--- config.mk ---
export PLATFORM = sky130hd
export DESIGN_NAME = url_percent_decoder_flat
export DESIGN_NICKNAME = d
export VERILOG_FILES = /design/src/upd_pkg.sv /design/src/upd_in_if.sv /design/src/upd_out_if.sv /design/src/upd_front.sv /design/src/upd_queue.sv /design/src/upd_back.sv /design/src/url_percent_decoder.sv /design/src/flat_wrapper.sv
export SDC_FILE = /design/constraint.sdc
export NUM_CORES = 1
export LEC_CHECK = 0
export BUFFER_PORTS_ARGS = -buffer_cell sky130_fd_sc_hd__buf_4
export CAP_MARGIN = 10
export CORE_MARGIN = 10
export CORE_UTILIZATION = 60
export DETAILED_ROUTE_END_ITERATION = 10
export PLACE_DENSITY_LB_ADDON = 0.25
export REMOVE_ABC_BUFFERS = 1
export SYNTH_ARGS = -nofsm -noshare
export SYNTH_HDL_FRONTEND = slang
export SYNTH_SLANG_ARGS = --single-unit
--- constraint.sdc ---
create_clock -name clk_i -period 8.3 [get_ports clk_i]
set_clock_uncertainty 0.1 [all_clocks]
set_input_delay 0.83 -clock clk_i [delete_from_list [all_inputs] [get_ports clk_i]]
set_output_delay 0.83 -clock clk_i [all_outputs]
set_load 0.02 [all_outputs]
--- src/upd_pkg.sv ---
// ----------------------------------------------------------------------------
// URL percent decoder package
// Shared constants, types and character helpers for the decoder modules.
// ----------------------------------------------------------------------------
package upd_pkg;

  // Characters with a special meaning in the encoded stream.
  localparam logic [7:0] ChPlus  = 8'h2B;
  localparam logic [7:0] ChPct   = 8'h25;
  localparam logic [7:0] ChSpace = 8'h20;

  // Most decoded bytes that one input beat can produce.
  localparam int unsigned MaxOut = 3;

  // Escape phase of the front end.
  typedef enum logic [1:0] {
    PH_IDLE  = 2'd0,
    PH_PCT   = 2'd1,
    PH_DIGIT = 2'd2
  } upd_phase_e;

  // A group of decoded bytes produced by one input beat.
  typedef struct packed {
    logic [1:0]             cnt;
    logic                   last;
    logic [MaxOut-1:0][7:0] bytes;
  } upd_grp_t;

  // True for 0-9, A-F and a-f.
  function automatic logic is_hex(input logic [7:0] c);
    logic res;
    res = (c inside {[8'h30:8'h39], [8'h41:8'h46], [8'h61:8'h66]});
    return res;
  endfunction

  // Nibble value of a hex digit character; zero for anything else.
  function automatic logic [3:0] hex_val(input logic [7:0] c);
    logic [3:0] v;
    v = 4'd0;
    if (c inside {[8'h30:8'h39]}) begin
      v = c[3:0];
    end else if (c inside {[8'h41:8'h46], [8'h61:8'h66]}) begin
      v = 4'(c[2:0] + 3'd1) + 4'd8;
    end
    return v;
  endfunction

endpackage

--- src/upd_in_if.sv ---
// ----------------------------------------------------------------------------
// Encoded byte channel
// Valid/ready channel carrying one encoded byte and its end-of-message flag.
// ----------------------------------------------------------------------------
interface upd_in_if;
  logic       valid;
  logic       ready;
  logic [7:0] in_byte;
  logic       in_last;

  modport source (output valid, output in_byte, output in_last, input ready);
  modport sink   (input valid, input in_byte, input in_last, output ready);
endinterface

--- src/upd_out_if.sv ---
// ----------------------------------------------------------------------------
// Decoded byte channel
// Valid/ready channel carrying one decoded byte and its end-of-message flag.
// ----------------------------------------------------------------------------
interface upd_out_if;
  logic       valid;
  logic       ready;
  logic [7:0] out_byte;
  logic       out_last;

  modport source (output valid, output out_byte, output out_last, input ready);
  modport sink   (input valid, input out_byte, input out_last, output ready);
endinterface

--- src/upd_front.sv ---
// ----------------------------------------------------------------------------
// Decoder front end
// Accepts encoded beats, tracks the escape phase and forms the group of
// decoded bytes that each beat produces.
// ----------------------------------------------------------------------------
module upd_front
  import upd_pkg::*;
(
  input  logic      clk_i,
  input  logic      rst_ni,
  upd_in_if.sink    in_i,
  input  logic      full_i,
  output logic      push_o,
  output upd_grp_t  grp_o
);

  upd_phase_e phase_q, phase_d;
  logic [7:0] held_q, held_d;

  logic       fire;
  logic [7:0] b;
  logic       last;
  logic       do_fresh;
  logic       direct;
  logic [7:0] direct_val;
  logic [1:0] pre_cnt;
  logic [7:0] pre0, pre1;
  logic       f_emit;
  logic [7:0] f_byte;

  assign in_i.ready = !full_i;
  assign fire       = in_i.valid && in_i.ready;
  assign b          = in_i.in_byte;
  assign last       = in_i.in_last;

  // Classify the beat against the pending escape.
  always_comb begin
    phase_d    = PH_IDLE;
    held_d     = held_q;
    do_fresh   = 1'b0;
    direct     = 1'b0;
    direct_val = {hex_val(held_q), hex_val(b)};
    pre_cnt    = 2'd0;
    pre0       = ChPct;
    pre1       = held_q;
    f_emit     = 1'b0;
    f_byte     = b;
    case (phase_q)
      PH_PCT: begin
        if (!last && is_hex(b)) begin
          held_d  = b;
          phase_d = PH_DIGIT;
        end else begin
          pre_cnt  = 2'd1;
          do_fresh = 1'b1;
        end
      end
      PH_DIGIT: begin
        if (is_hex(b)) begin
          direct = 1'b1;
        end else begin
          pre_cnt  = 2'd2;
          do_fresh = 1'b1;
        end
      end
      default: begin
        do_fresh = 1'b1;
      end
    endcase
    // Plain decoding of the beat with no escape pending.
    if (do_fresh) begin
      if (b == ChPlus) begin
        f_emit = 1'b1;
        f_byte = ChSpace;
      end else if (b == ChPct && !last) begin
        phase_d = PH_PCT;
      end else begin
        f_emit = 1'b1;
      end
    end
  end

  // Assemble the output group.
  always_comb begin
    grp_o.last     = last;
    grp_o.bytes[0] = pre0;
    grp_o.bytes[1] = pre1;
    grp_o.bytes[2] = 8'h00;
    grp_o.cnt      = pre_cnt;
    if (direct) begin
      grp_o.bytes[0] = direct_val;
      grp_o.cnt      = 2'd1;
    end else if (f_emit) begin
      grp_o.cnt = pre_cnt + 2'd1;
      case (pre_cnt)
        2'd0:    grp_o.bytes[0] = f_byte;
        2'd1:    grp_o.bytes[1] = f_byte;
        default: grp_o.bytes[2] = f_byte;
      endcase
    end
  end

  assign push_o = fire && (grp_o.cnt != 2'd0);

  // Escape state.
  always_ff @(posedge clk_i or negedge rst_ni) begin
    if (!rst_ni) begin
      phase_q <= PH_IDLE;
      held_q  <= 8'h00;
    end else if (fire) begin
      phase_q <= phase_d;
      held_q  <= held_d;
    end
  end

  // A message always closes the escape and always yields a result.
  a_last_clears_phase: assert property (@(posedge clk_i) disable iff (!rst_ni)
    (fire && last) |=> (phase_q == PH_IDLE))
    else $error("escape still pending after last beat");

  a_last_pushes: assert property (@(posedge clk_i) disable iff (!rst_ni)
    (fire && last) |-> push_o)
    else $error("last beat produced no decoded byte");

endmodule

--- src/upd_queue.sv ---
// ----------------------------------------------------------------------------
// Group queue
// Short first-in first-out queue of decoded byte groups between the front
// end and the back end.
// ----------------------------------------------------------------------------
module upd_queue
  import upd_pkg::*;
#(
  parameter int unsigned Depth = 2
) (
  input  logic     clk_i,
  input  logic     rst_ni,
  input  logic     push_i,
  input  upd_grp_t wdata_i,
  input  logic     pop_i,
  output upd_grp_t rdata_o,
  output logic     full_o,
  output logic     empty_o
);

  localparam int unsigned PtrW = $clog2(Depth);
  localparam int unsigned CntW = $clog2(Depth + 1);

  upd_grp_t        mem_q [Depth];
  logic [PtrW-1:0] wr_ptr_q, wr_ptr_d;
  logic [PtrW-1:0] rd_ptr_q, rd_ptr_d;
  logic [CntW-1:0] count_q, count_d;

  assign full_o  = (count_q == CntW'(Depth));
  assign empty_o = (count_q == '0);
  assign rdata_o = mem_q[rd_ptr_q];

  // Pointer and fill level update.
  always_comb begin
    wr_ptr_d = wr_ptr_q;
    rd_ptr_d = rd_ptr_q;
    count_d  = count_q;
    if (push_i) begin
      wr_ptr_d = (wr_ptr_q == PtrW'(Depth - 1)) ? '0 : wr_ptr_q + 1'b1;
    end
    if (pop_i) begin
      rd_ptr_d = (rd_ptr_q == PtrW'(Depth - 1)) ? '0 : rd_ptr_q + 1'b1;
    end
    if (push_i && !pop_i) begin
      count_d = count_q + 1'b1;
    end else if (pop_i && !push_i) begin
      count_d = count_q - 1'b1;
    end
  end

  always_ff @(posedge clk_i or negedge rst_ni) begin
    if (!rst_ni) begin
      wr_ptr_q <= '0;
      rd_ptr_q <= '0;
      count_q  <= '0;
    end else begin
      wr_ptr_q <= wr_ptr_d;
      rd_ptr_q <= rd_ptr_d;
      count_q  <= count_d;
    end
  end

  // Storage needs no reset.
  always_ff @(posedge clk_i) begin
    if (push_i) begin
      mem_q[wr_ptr_q] <= wdata_i;
    end
  end

  a_no_overflow: assert property (@(posedge clk_i) disable iff (!rst_ni)
    push_i |-> !full_o)
    else $error("group queue written while full");

  a_no_underflow: assert property (@(posedge clk_i) disable iff (!rst_ni)
    pop_i |-> !empty_o)
    else $error("group queue read while empty");

endmodule

--- src/upd_back.sv ---
// ----------------------------------------------------------------------------
// Decoder back end
// Holds one group of decoded bytes in the output register and sends its
// bytes one beat at a time, loading the next group as the last one leaves.
// ----------------------------------------------------------------------------
module upd_back
  import upd_pkg::*;
(
  input  logic      clk_i,
  input  logic      rst_ni,
  input  upd_grp_t  grp_i,
  input  logic      empty_i,
  output logic      pop_o,
  upd_out_if.source out_o
);

  upd_grp_t   grp_q;
  logic       valid_q, valid_d;
  logic [1:0] idx_q, idx_d;
  logic       fire;
  logic       final_beat;
  logic       load;

  assign fire       = out_o.valid && out_o.ready;
  assign final_beat = (idx_q == grp_q.cnt - 2'd1);
  assign load       = !valid_q || (fire && final_beat);
  assign pop_o      = load && !empty_i;

  // Output payload from the held group.
  always_comb begin
    case (idx_q)
      2'd0:    out_o.out_byte = grp_q.bytes[0];
      2'd1:    out_o.out_byte = grp_q.bytes[1];
      default: out_o.out_byte = grp_q.bytes[2];
    endcase
  end

  assign out_o.valid    = valid_q;
  assign out_o.out_last = grp_q.last && final_beat;

  // Beat index and group occupancy.
  always_comb begin
    valid_d = valid_q;
    idx_d   = idx_q;
    if (load) begin
      valid_d = !empty_i;
      idx_d   = 2'd0;
    end else if (fire) begin
      idx_d = idx_q + 2'd1;
    end
  end

  always_ff @(posedge clk_i or negedge rst_ni) begin
    if (!rst_ni) begin
      valid_q <= 1'b0;
      idx_q   <= 2'd0;
    end else begin
      valid_q <= valid_d;
      idx_q   <= idx_d;
    end
  end

  always_ff @(posedge clk_i) begin
    if (pop_o) begin
      grp_q <= grp_i;
    end
  end

  a_idx_in_group: assert property (@(posedge clk_i) disable iff (!rst_ni)
    valid_q |-> (idx_q < grp_q.cnt))
    else $error("beat index beyond the held group");

  a_group_nonempty: assert property (@(posedge clk_i) disable iff (!rst_ni)
    valid_q |-> (grp_q.cnt != 2'd0))
    else $error("empty group held in output register");

endmodule

--- src/url_percent_decoder.sv ---
// ----------------------------------------------------------------------------
// URL percent decoder
// Streaming decoder of percent-encoded text, one encoded byte per beat.
// ----------------------------------------------------------------------------
// Use: encoded bytes arrive on in_i with in_last on the final byte of a
// message; decoded bytes leave on out_o with out_last on the final decoded
// byte. A '+' decodes to a space, a '%' with two hex digits to one byte, and
// a broken or truncated escape is passed through literally.
// Each input beat yields zero to three output beats. The front end takes one
// beat per cycle while the queue is not full and writes each non-empty group
// into a queue of QueueDepth groups; the back end sends one byte per cycle
// from its output register while the receiver is ready. Bytes pass the queue,
// then the output register. Throughput is one input beat per cycle while
// beats decode to at most one byte; a beat that yields several bytes holds the
// back end while they are sent, and in_i.ready drops only when the queue is
// full. When the receiver stalls, the output beat holds and the queue fills,
// after which input is held off. Reset clears the escape phase and empties the
// queue and the output register; no beat is shown until new input arrives.
// ----------------------------------------------------------------------------
module url_percent_decoder
  import upd_pkg::*;
#(
  parameter int unsigned QueueDepth = 2
) (
  input  logic      clk_i,
  input  logic      rst_ni,
  upd_in_if.sink    in_i,
  upd_out_if.source out_o
);

  logic     push;
  logic     pop;
  logic     full;
  logic     empty;
  upd_grp_t grp_wr;
  upd_grp_t grp_rd;

  // Classify beats and form decoded groups.
  upd_front u_front (
    .clk_i  (clk_i),
    .rst_ni (rst_ni),
    .in_i   (in_i),
    .full_i (full),
    .push_o (push),
    .grp_o  (grp_wr)
  );

  // Decouple the two halves.
  upd_queue #(
    .Depth (QueueDepth)
  ) u_queue (
    .clk_i   (clk_i),
    .rst_ni  (rst_ni),
    .push_i  (push),
    .wdata_i (grp_wr),
    .pop_i   (pop),
    .rdata_o (grp_rd),
    .full_o  (full),
    .empty_o (empty)
  );

  // Serialise groups onto the output channel.
  upd_back u_back (
    .clk_i   (clk_i),
    .rst_ni  (rst_ni),
    .grp_i   (grp_rd),
    .empty_i (empty),
    .pop_o   (pop),
    .out_o   (out_o)
  );

endmodule
--- src/flat_wrapper.sv ---
// flat-port wrapper written by rule: the top's interface ports become plain ports
module url_percent_decoder_flat import upd_pkg::*;
#(
  parameter int unsigned QueueDepth = 2
)
  (clk_i, rst_ni, in_i_valid, in_i_in_byte, in_i_in_last, in_i_ready, out_o_valid, out_o_out_byte, out_o_out_last, out_o_ready);
  upd_in_if in_i_i ();
  upd_out_if out_o_i ();
  input  logic clk_i;
  input  logic rst_ni;
  input wire logic [$bits(in_i_i.valid)-1:0] in_i_valid;
  input wire logic [$bits(in_i_i.in_byte)-1:0] in_i_in_byte;
  input wire logic [$bits(in_i_i.in_last)-1:0] in_i_in_last;
  output wire logic [$bits(in_i_i.ready)-1:0] in_i_ready;
  output wire logic [$bits(out_o_i.valid)-1:0] out_o_valid;
  output wire logic [$bits(out_o_i.out_byte)-1:0] out_o_out_byte;
  output wire logic [$bits(out_o_i.out_last)-1:0] out_o_out_last;
  input wire logic [$bits(out_o_i.ready)-1:0] out_o_ready;
  assign in_i_i.valid = in_i_valid;
  assign in_i_i.in_byte = in_i_in_byte;
  assign in_i_i.in_last = in_i_in_last;
  assign in_i_ready = in_i_i.ready;
  assign out_o_valid = out_o_i.valid;
  assign out_o_out_byte = out_o_i.out_byte;
  assign out_o_out_last = out_o_i.out_last;
  assign out_o_i.ready = out_o_ready;
  url_percent_decoder #(.QueueDepth(QueueDepth)) u_core (.clk_i(clk_i), .rst_ni(rst_ni), .in_i(in_i_i), .out_o(out_o_i));
endmodule
==> impl_metrics.env, run 1 <==
export IMPL_status="complete, no violations"
export IMPL_hold_class="in2async"
export IMPL_clock_root_buffer="clkbuf_8"
export IMPL_tritoncts="yes"
export IMPL_final_common_cell="edfxtp_1"
export IMPL_synth_cells=329
export IMPL_postCtsSetupBuffers=0
export IMPL_ys_warn_count=0
export IMPL_ir_drop_mv=0.119
export IMPL_die_area_sq_um=11200
export IMPL_seqPwrFrac=0.506
export IMPL_clkTransAtPathRegs_ns=0.10
export IMPL_reg2regPathDepth=8
export IMPL_seq_area_frac_synth=0.644
export IMPL_drt_initial_drc_count=225
export IMPL_h_tree_depth=3
export IMPL_synth_seq_cells=98
export IMPL_setup_violations=0
export IMPL_grt_pass1_vias=2578
export IMPL_cpMaxStageDelayCell="and2_1"
export IMPL_pwr_density_cell_nw_per_um2=291
export IMPL_synth_cell_types=45
export IMPL_cp_start_kind="input pin"
export IMPL_grt_remaining_overflow=0
export IMPL_clkSinkCount=98
export IMPL_max_stage_delay_ns=0.41
export IMPL_cp_common_cell="ha_1"
export IMPL_vias=2633
export IMPL_utilization=0.683
export IMPL_leakage_uw=0.00184
export IMPL_n_antenna_cell=0
export IMPL_start_util=0.615
export IMPL_core_area_sq_um=7210
export IMPL_crit_path_end_kind="flop"
export IMPL_maxCapViolations=0
export IMPL_pre_cts_ws_ns=3.78
export IMPL_syn_area_per_cell_sq_um=13.5
export IMPL_firstDrtPassIters=4
export IMPL_post_synth_instance_area_sq_um=4430
export IMPL_crit_fanout=22
export IMPL_fmax_ghz=0.269
export IMPL_clk_latency_ns=0.36
export IMPL_swShare=0.326
export IMPL_rows=31
export IMPL_antenna_found_initial=0
export IMPL_finalHoldViolCount=0
export IMPL_drt_vias_per_instance=5.74
export IMPL_die_h_um=106
export IMPL_worstPathCellList="buf_4, inv_1, ha_1, nor3b_1, nor3_2, nor2_1, nand3b_1, ha_1, nand2_1, o31ai_2, and2_1, buf_16"
export IMPL_drive_gt1_frac=0.225
export IMPL_wl_per_cell_um=17.8
export IMPL_final_cell_mix="edfxtp_1 (81), nand2_1 (42), mux2_2 (34), buf_4 (25), dfrtp_1 (17)"
export IMPL_grt_pass1_wl_mm=13.2
export IMPL_combPwrFrac=0.289
export IMPL_setup_ws_ns=4.59
export IMPL_pin_count=24
export IMPL_critPathArrivalTime_ns=3.68
export IMPL_r2r_end="u_core.u_queue.mem_q[1][4]"
export IMPL_nets=381
export IMPL_cts_hold_repair_buffers=0
export IMPL_cts_resized=0
export IMPL_min_period_ns=3.71
export IMPL_drc=0
export IMPL_worst_slew_pin_slew_ns=1.21
export IMPL_port_buffer_count=23
export IMPL_required_ns=8.27
export IMPL_areaGrowthSynthToFinish_pct=11.2
export IMPL_timing_rr_start="u_core.u_front.phase_q[0]"
export IMPL_dpl_hpwl_mm=5.68
export IMPL_wl_mm=8.16
export IMPL_relSlewSlack=0.196
export IMPL_grt_usage=0.148
export IMPL_clock_path_buffers=2
export IMPL_cts_buffers=9
export IMPL_finalCritPeriodShare=0.448
export IMPL_die_width_um=106
export IMPL_internal_power_uw=968
export IMPL_path_class="in2reg"
export IMPL_r2r_slack_ns=5.26
export IMPL_rsz0062_at_grt="false"
export IMPL_grt_max_degree=30
export IMPL_ant_nets=0
export IMPL_drv_slew=0
export IMPL_fin_tns_setup_ns=0
export IMPL_place_congestion=0.890
export IMPL_switching_power_uw=469
export IMPL_pwr_share_clk=0.205
state kept, by name, indices dropped and copies added (netlist names):
| register | cells |
|---|---|
| u_core.u_back.out_o.valid | 1 |
| u_core.u_back.idx_q | 2 |
| u_core.u_back.grp_q | 27 |
| u_core.u_queue.wr_ptr_q | 1 |
| u_core.u_queue.rd_ptr_q | 1 |
| u_core.u_queue.mem_q | 54 |
| u_core.u_queue.count_q | 2 |
| u_core.u_front.phase_q | 2 |
| u_core.u_front.held_q | 8 |
cells by family (layout without fill, tap and decap cells):
family,after synthesis,after routing,synth area share
flops,98,98,0.644
simple gates,92,92,0.102
compound gates,55,55,0.0858
mux,38,38,0.0954
buf+inv,27,58,0.0240
fa+ha+maj,13,13,0.0367
xor+xnor,6,6,0.0119
cell usage after synthesis, drive strengths merged:
master    n  area share
nand2b    3      0.0042
or4bb     1      0.0025
nor2b     4      0.0056
a22o      1      0.0020
and3      8       0.011
inv      16       0.014
o21bai    2      0.0034
nand3b    1      0.0017
o31ai     3      0.0062
ha       13       0.037
o21a      1      0.0017
xnor2     2      0.0040
a311oi    1      0.0020
a2111oi   1      0.0020
mux2i     4      0.0090
nand3     3      0.0034
a21o      4      0.0068
o22ai     5      0.0071
or4b      1      0.0023
and2      6      0.0085
clkbuf    8      0.0068
mux2     34       0.086
o31a      1      0.0020
or3       1      0.0014
a221oi    2      0.0079
xor2      4      0.0079
nor2     13       0.011
nand4     1      0.0014
o32ai     1      0.0020
nor4b     2      0.0040
dfrtp    17       0.096
nand2    42       0.036
o21ai    15       0.017
a22oi    10       0.017
buf       3      0.0037
nor3      4      0.0056
a21oi     8      0.0090
nor3b     2      0.0034
edfxtp   81        0.55
final cells by class:
cell class                      instances  area [sq um]
Tap cell                               99           124
Sequential cell                        98          2860
Clock buffer                            9           124
Timing Repair Buffer                   26           215
Multi-Input combinational cell        204          1480
Inverter                               16          60.1
Fill cell                             511          2280
Clock inverter                          7          72.6
per-layer routing:
metal | up-vias | routed length, um | track usage
li1 | 1268 | - | -
met1 | 1290 | 3830 | 0.204
met4 | 0 | 113 | 0.0561
met5 | - | 0 | 0
met2 | 67 | 3780 | 0.221
met3 | 8 | 437 | 0.0393
worst max path at each step:
stage | from | endpoint | slack (ns)
4_1_cts | in_i_in_byte[1] | u_core.u_queue.mem_q[1][7] | 4.16
3_3_place_gp | in_i_in_byte[1] | u_core.u_queue.mem_q[1][22] | 3.89
6_report | in_i_in_byte[1] | u_core.u_queue.mem_q[1][4] | 4.59
2_1_floorplan | in_i_in_byte[1] | u_core.u_queue.mem_q[0][0] | 3.87
3_5_place_dp | in_i_in_byte[1] | u_core.u_queue.mem_q[1][22] | 3.78
5_1_grt | in_i_in_byte[1] | u_core.u_queue.mem_q[1][5] | 4.41
power by group through the flow:
stage	Sequential [uW]	Combinational (uW)	Clock (uW)
global placement	734	399	0
detailed placement	739	406	0
finish	727	415	294
floorplan	726	269	0
CTS	728	409	300
global route	738	456	320
critical path, delay by kind of cell:
| family | cells | cell delay [ns] |
|---|---|---|
| simple gates | 6 | 1.50 |
| fa+ha+maj | 2 | 0.52 |
| buf+inv | 3 | 0.44 |
| compound gates | 1 | 0.38 |
stage by stage:
stage / cell area, sq um / hold slack [ns] / power, uW / std cells
floorplan: 4390 / 0.355 / 995 / 318
global placement: 4710 / 0.382 / 1130 / 442
detailed placement: 4710 / 0.386 / 1150 / 442
CTS: 4900 / 0.220 / 1440 / 458
global route: 4930 / 0.211 / 1510 / 459
finish: 4930 / 0.226 / 1440 / 459
Note: power is estimated with default switching activity, not from simulation.
==> run 2: changes to the inputs <==
--- a/config.mk
+++ b/config.mk
@@ -8,7 +8,7 @@
 export BUFFER_PORTS_ARGS = -buffer_cell sky130_fd_sc_hd__buf_4
 export CAP_MARGIN = 10
 export CORE_MARGIN = 10
-export CORE_UTILIZATION = 60
+export CORE_UTILIZATION = 55
 export DETAILED_ROUTE_END_ITERATION = 10
 export PLACE_DENSITY_LB_ADDON = 0.25
 export REMOVE_ABC_BUFFERS = 1
==> constraint.sdc (replaced) <==
create_clock -name clk_i -period 3.35 [get_ports clk_i]
set_clock_uncertainty 0.1 [all_clocks]
set_input_delay 0.335 -clock clk_i [delete_from_list [all_inputs] [get_ports clk_i]]
set_output_delay 0.335 -clock clk_i [all_outputs]
set_load 0.02 [all_outputs]
==> run 2 against run 1 <==
Global-route usage fell by 1.2 points; register-to-register slack got worse by 4.6 ns; wire length fell by 2.8%; first-iteration DRC count fell by 22%; core utilization fell by 4.1 points; critical endpoint is now u_core.u_queue.mem_q[0][26]; largest power group unchanged; highest routed layer unchanged.
==> impl_metrics.env, run 2 (synthesis gave the netlist of run 1 again) <==
export IMPL_top_regs="u_core.u_queue.mem_q x54, u_core.u_back.grp_q x27, u_core.u_front.held_q x8"
export IMPL_port_buffer_count=23
export IMPL_drt_vias_per_instance=5.61
export IMPL_clkSinkCount=98
export IMPL_core_area_sq_um=7770
export IMPL_die_h_um=110
export IMPL_cts_resized=0
export IMPL_start_util=0.571
export IMPL_postCtsSetupBuffers=0
export IMPL_wl_mm=7.94
export IMPL_fill_cells=589
export IMPL_setup_violations=0
export IMPL_clk_latency_ns=0.36
export IMPL_dpl_hpwl_mm=5.64
export IMPL_status="complete, no violations"
export IMPL_drv_slew=0
export IMPL_path_delay_family="simple AND/OR/NAND/NOR gates"
export IMPL_max_stage_delay_ns=0.56
export IMPL_critPathArrivalTime_ns=2.74
export IMPL_pre_cts_ws_ns=0.196
export IMPL_seqCellArea_sq_um=2860
export IMPL_drc=0
export IMPL_finalHoldViolCount=0
export IMPL_pin_count=24
export IMPL_cp_common_cell="nand2_1"
export IMPL_whs_endpoint="u_core.u_queue.mem_q[0][24]"
export IMPL_wl_per_cell_um=16.9
export IMPL_grt_pass1_vias=2489
export IMPL_crit_fanout=27
export IMPL_fin_tns_setup_ns=0
export IMPL_die_area_sq_um=12100
export IMPL_top_register="u_core.u_queue.mem_q"
export IMPL_cp_start_kind="input pin"
export IMPL_cts_buffers=9
export IMPL_cts_hold_repair_buffers=1
export IMPL_setup_ws_ns=0.574
export IMPL_n_antenna_cell=0
export IMPL_leakage_uw=0.00187
export IMPL_die_width_um=110
export IMPL_drive_gt1_frac=0.237
export IMPL_timing_rr_start="u_core.u_front.phase_q[0]"
export IMPL_antenna_found_initial=0
export IMPL_clkTransAtPathRegs_ns=0.09
export IMPL_grt_remaining_overflow=0
export IMPL_path_class="in2reg"
export IMPL_hold_class="in2reg"
export IMPL_cp_buffers_inverters=2
export IMPL_min_period_ns=2.78
export IMPL_firstDrtPassIters=4
export IMPL_finalCritPeriodShare=0.829
export IMPL_cpMaxStageDelayCell="or4b_1"
export IMPL_h_tree_depth=3
export IMPL_clock_root_buffer="clkbuf_8"
export IMPL_grt_max_degree=29
export IMPL_grt_usage=0.137
export IMPL_worst_slew_pin_slew_ns=0.957
export IMPL_rsz0062_at_grt="false"
export IMPL_drt_initial_drc_count=175
export IMPL_final_common_cell="edfxtp_1"
export IMPL_maxCapViolations=0
export IMPL_min_delay_path_depth=1
export IMPL_largest_reg_flops=54
export IMPL_reg2regPathDepth=9
export IMPL_r2r_slack_ns=0.68
export IMPL_required_ns=3.32
export IMPL_grt_pass1_wl_mm=12.5
export IMPL_fmax_ghz=0.360
export IMPL_crit_path_end_kind="flop"
export IMPL_tritoncts="yes"
export IMPL_final_cell_mix="edfxtp_1 (81), nand2_1 (42), mux2_2 (34), buf_4 (30), dfrtp_1 (17)"
export IMPL_clock_path_buffers=2
export IMPL_nets=388
export IMPL_vias=2629
export IMPL_areaGrowthSynthToFinish_pct=12.6
export IMPL_worstPathCellList="buf_4, or4b_1, or3_1, a21o_1, nand2_1, ha_1, nand2_1, o31ai_2, nor2b_2, buf_12"
export IMPL_place_congestion=0.861
export IMPL_ir_drop_mv=0.391
export IMPL_multi_input_area_sq_um=1480
export IMPL_relSlewSlack=0.345
export IMPL_rows=32
export IMPL_holdCritStartpoint="in_i_in_last"
export IMPL_ant_nets=0
export IMPL_pwr_density_cell_nw_per_um2=710
export IMPL_r2r_end="u_core.u_queue.mem_q[0][26]"
## run 2: changes by cell type in the layout (fill, tap and decap cells not counted)
cell,before,now
buf_4,25,30
inv_6,1,2
inv_8,2,1
buf_16,1,0
dlygate4sd3_1,0,1
buf_12,0,2
## run 2: cell type report
class,instances,share of cell area
inverter,16,0.0120
clock buffer,9,0.0248
tap,102,0.0256
clock inverter,7,0.0140
timing repair buffer,33,0.0552
multi-input combinational,204,0.296
sequential,98,0.573
## run 2: power by group
group          total [uW]  internal [uW]  leakage (uW)  switching (uW)
Sequential           1740           1660      0.000911            79.9
Clock                 720            289     0.0000951             432
Combinational        1080            459      0.000861             626
## run 2: worst max path at each step
stage | slack [ns] | cells past startpoint | endpoint | start
floorplan | -0.59 | 10 | u_core.u_queue.mem_q[0][0] | in_i_in_byte[1]
global placement | 0.22 | 10 | u_core.u_queue.mem_q[0][14] | in_i_in_byte[3]
detailed placement | 0.20 | 10 | u_core.u_queue.mem_q[0][14] | in_i_in_byte[3]
CTS | 0.58 | 10 | u_core.u_queue.mem_q[0][26] | in_i_in_byte[3]
global route | 0.42 | 12 | u_core.u_queue.mem_q[0][26] | in_i_in_byte[1]
finish | 0.57 | 10 | u_core.u_queue.mem_q[0][26] | in_i_in_byte[3]
## run 2: layer usage
layer | vias up | wire length (um) | track usage | share of wire
met5 | - | 0 | 0 | 0
met4 | 0 | 107 | 0.0576 | 0.013
met3 | 10 | 325 | 0.0287 | 0.041
met2 | 57 | 3660 | 0.206 | 0.46
met1 | 1281 | 3840 | 0.188 | 0.48
li1 | 1281 | - | - | -
## run 2: per-stage QoR
step / cell area (sq um) / hold slack (ns) / utilization / total power, uW / instances
floorplan: 4390 / -0.0606 / - / 2470 / 318
detailed placement: 4790 / 0.122 / 0.616 / 2870 / 452
global placement: 4790 / 0.116 / 0.616 / 2840 / 452
global route: 4990 / 0.0996 / 0.643 / 3740 / 469
CTS: 4990 / 0.0921 / 0.643 / 3580 / 469
finish: 4990 / 0.104 / 0.643 / 3540 / 469
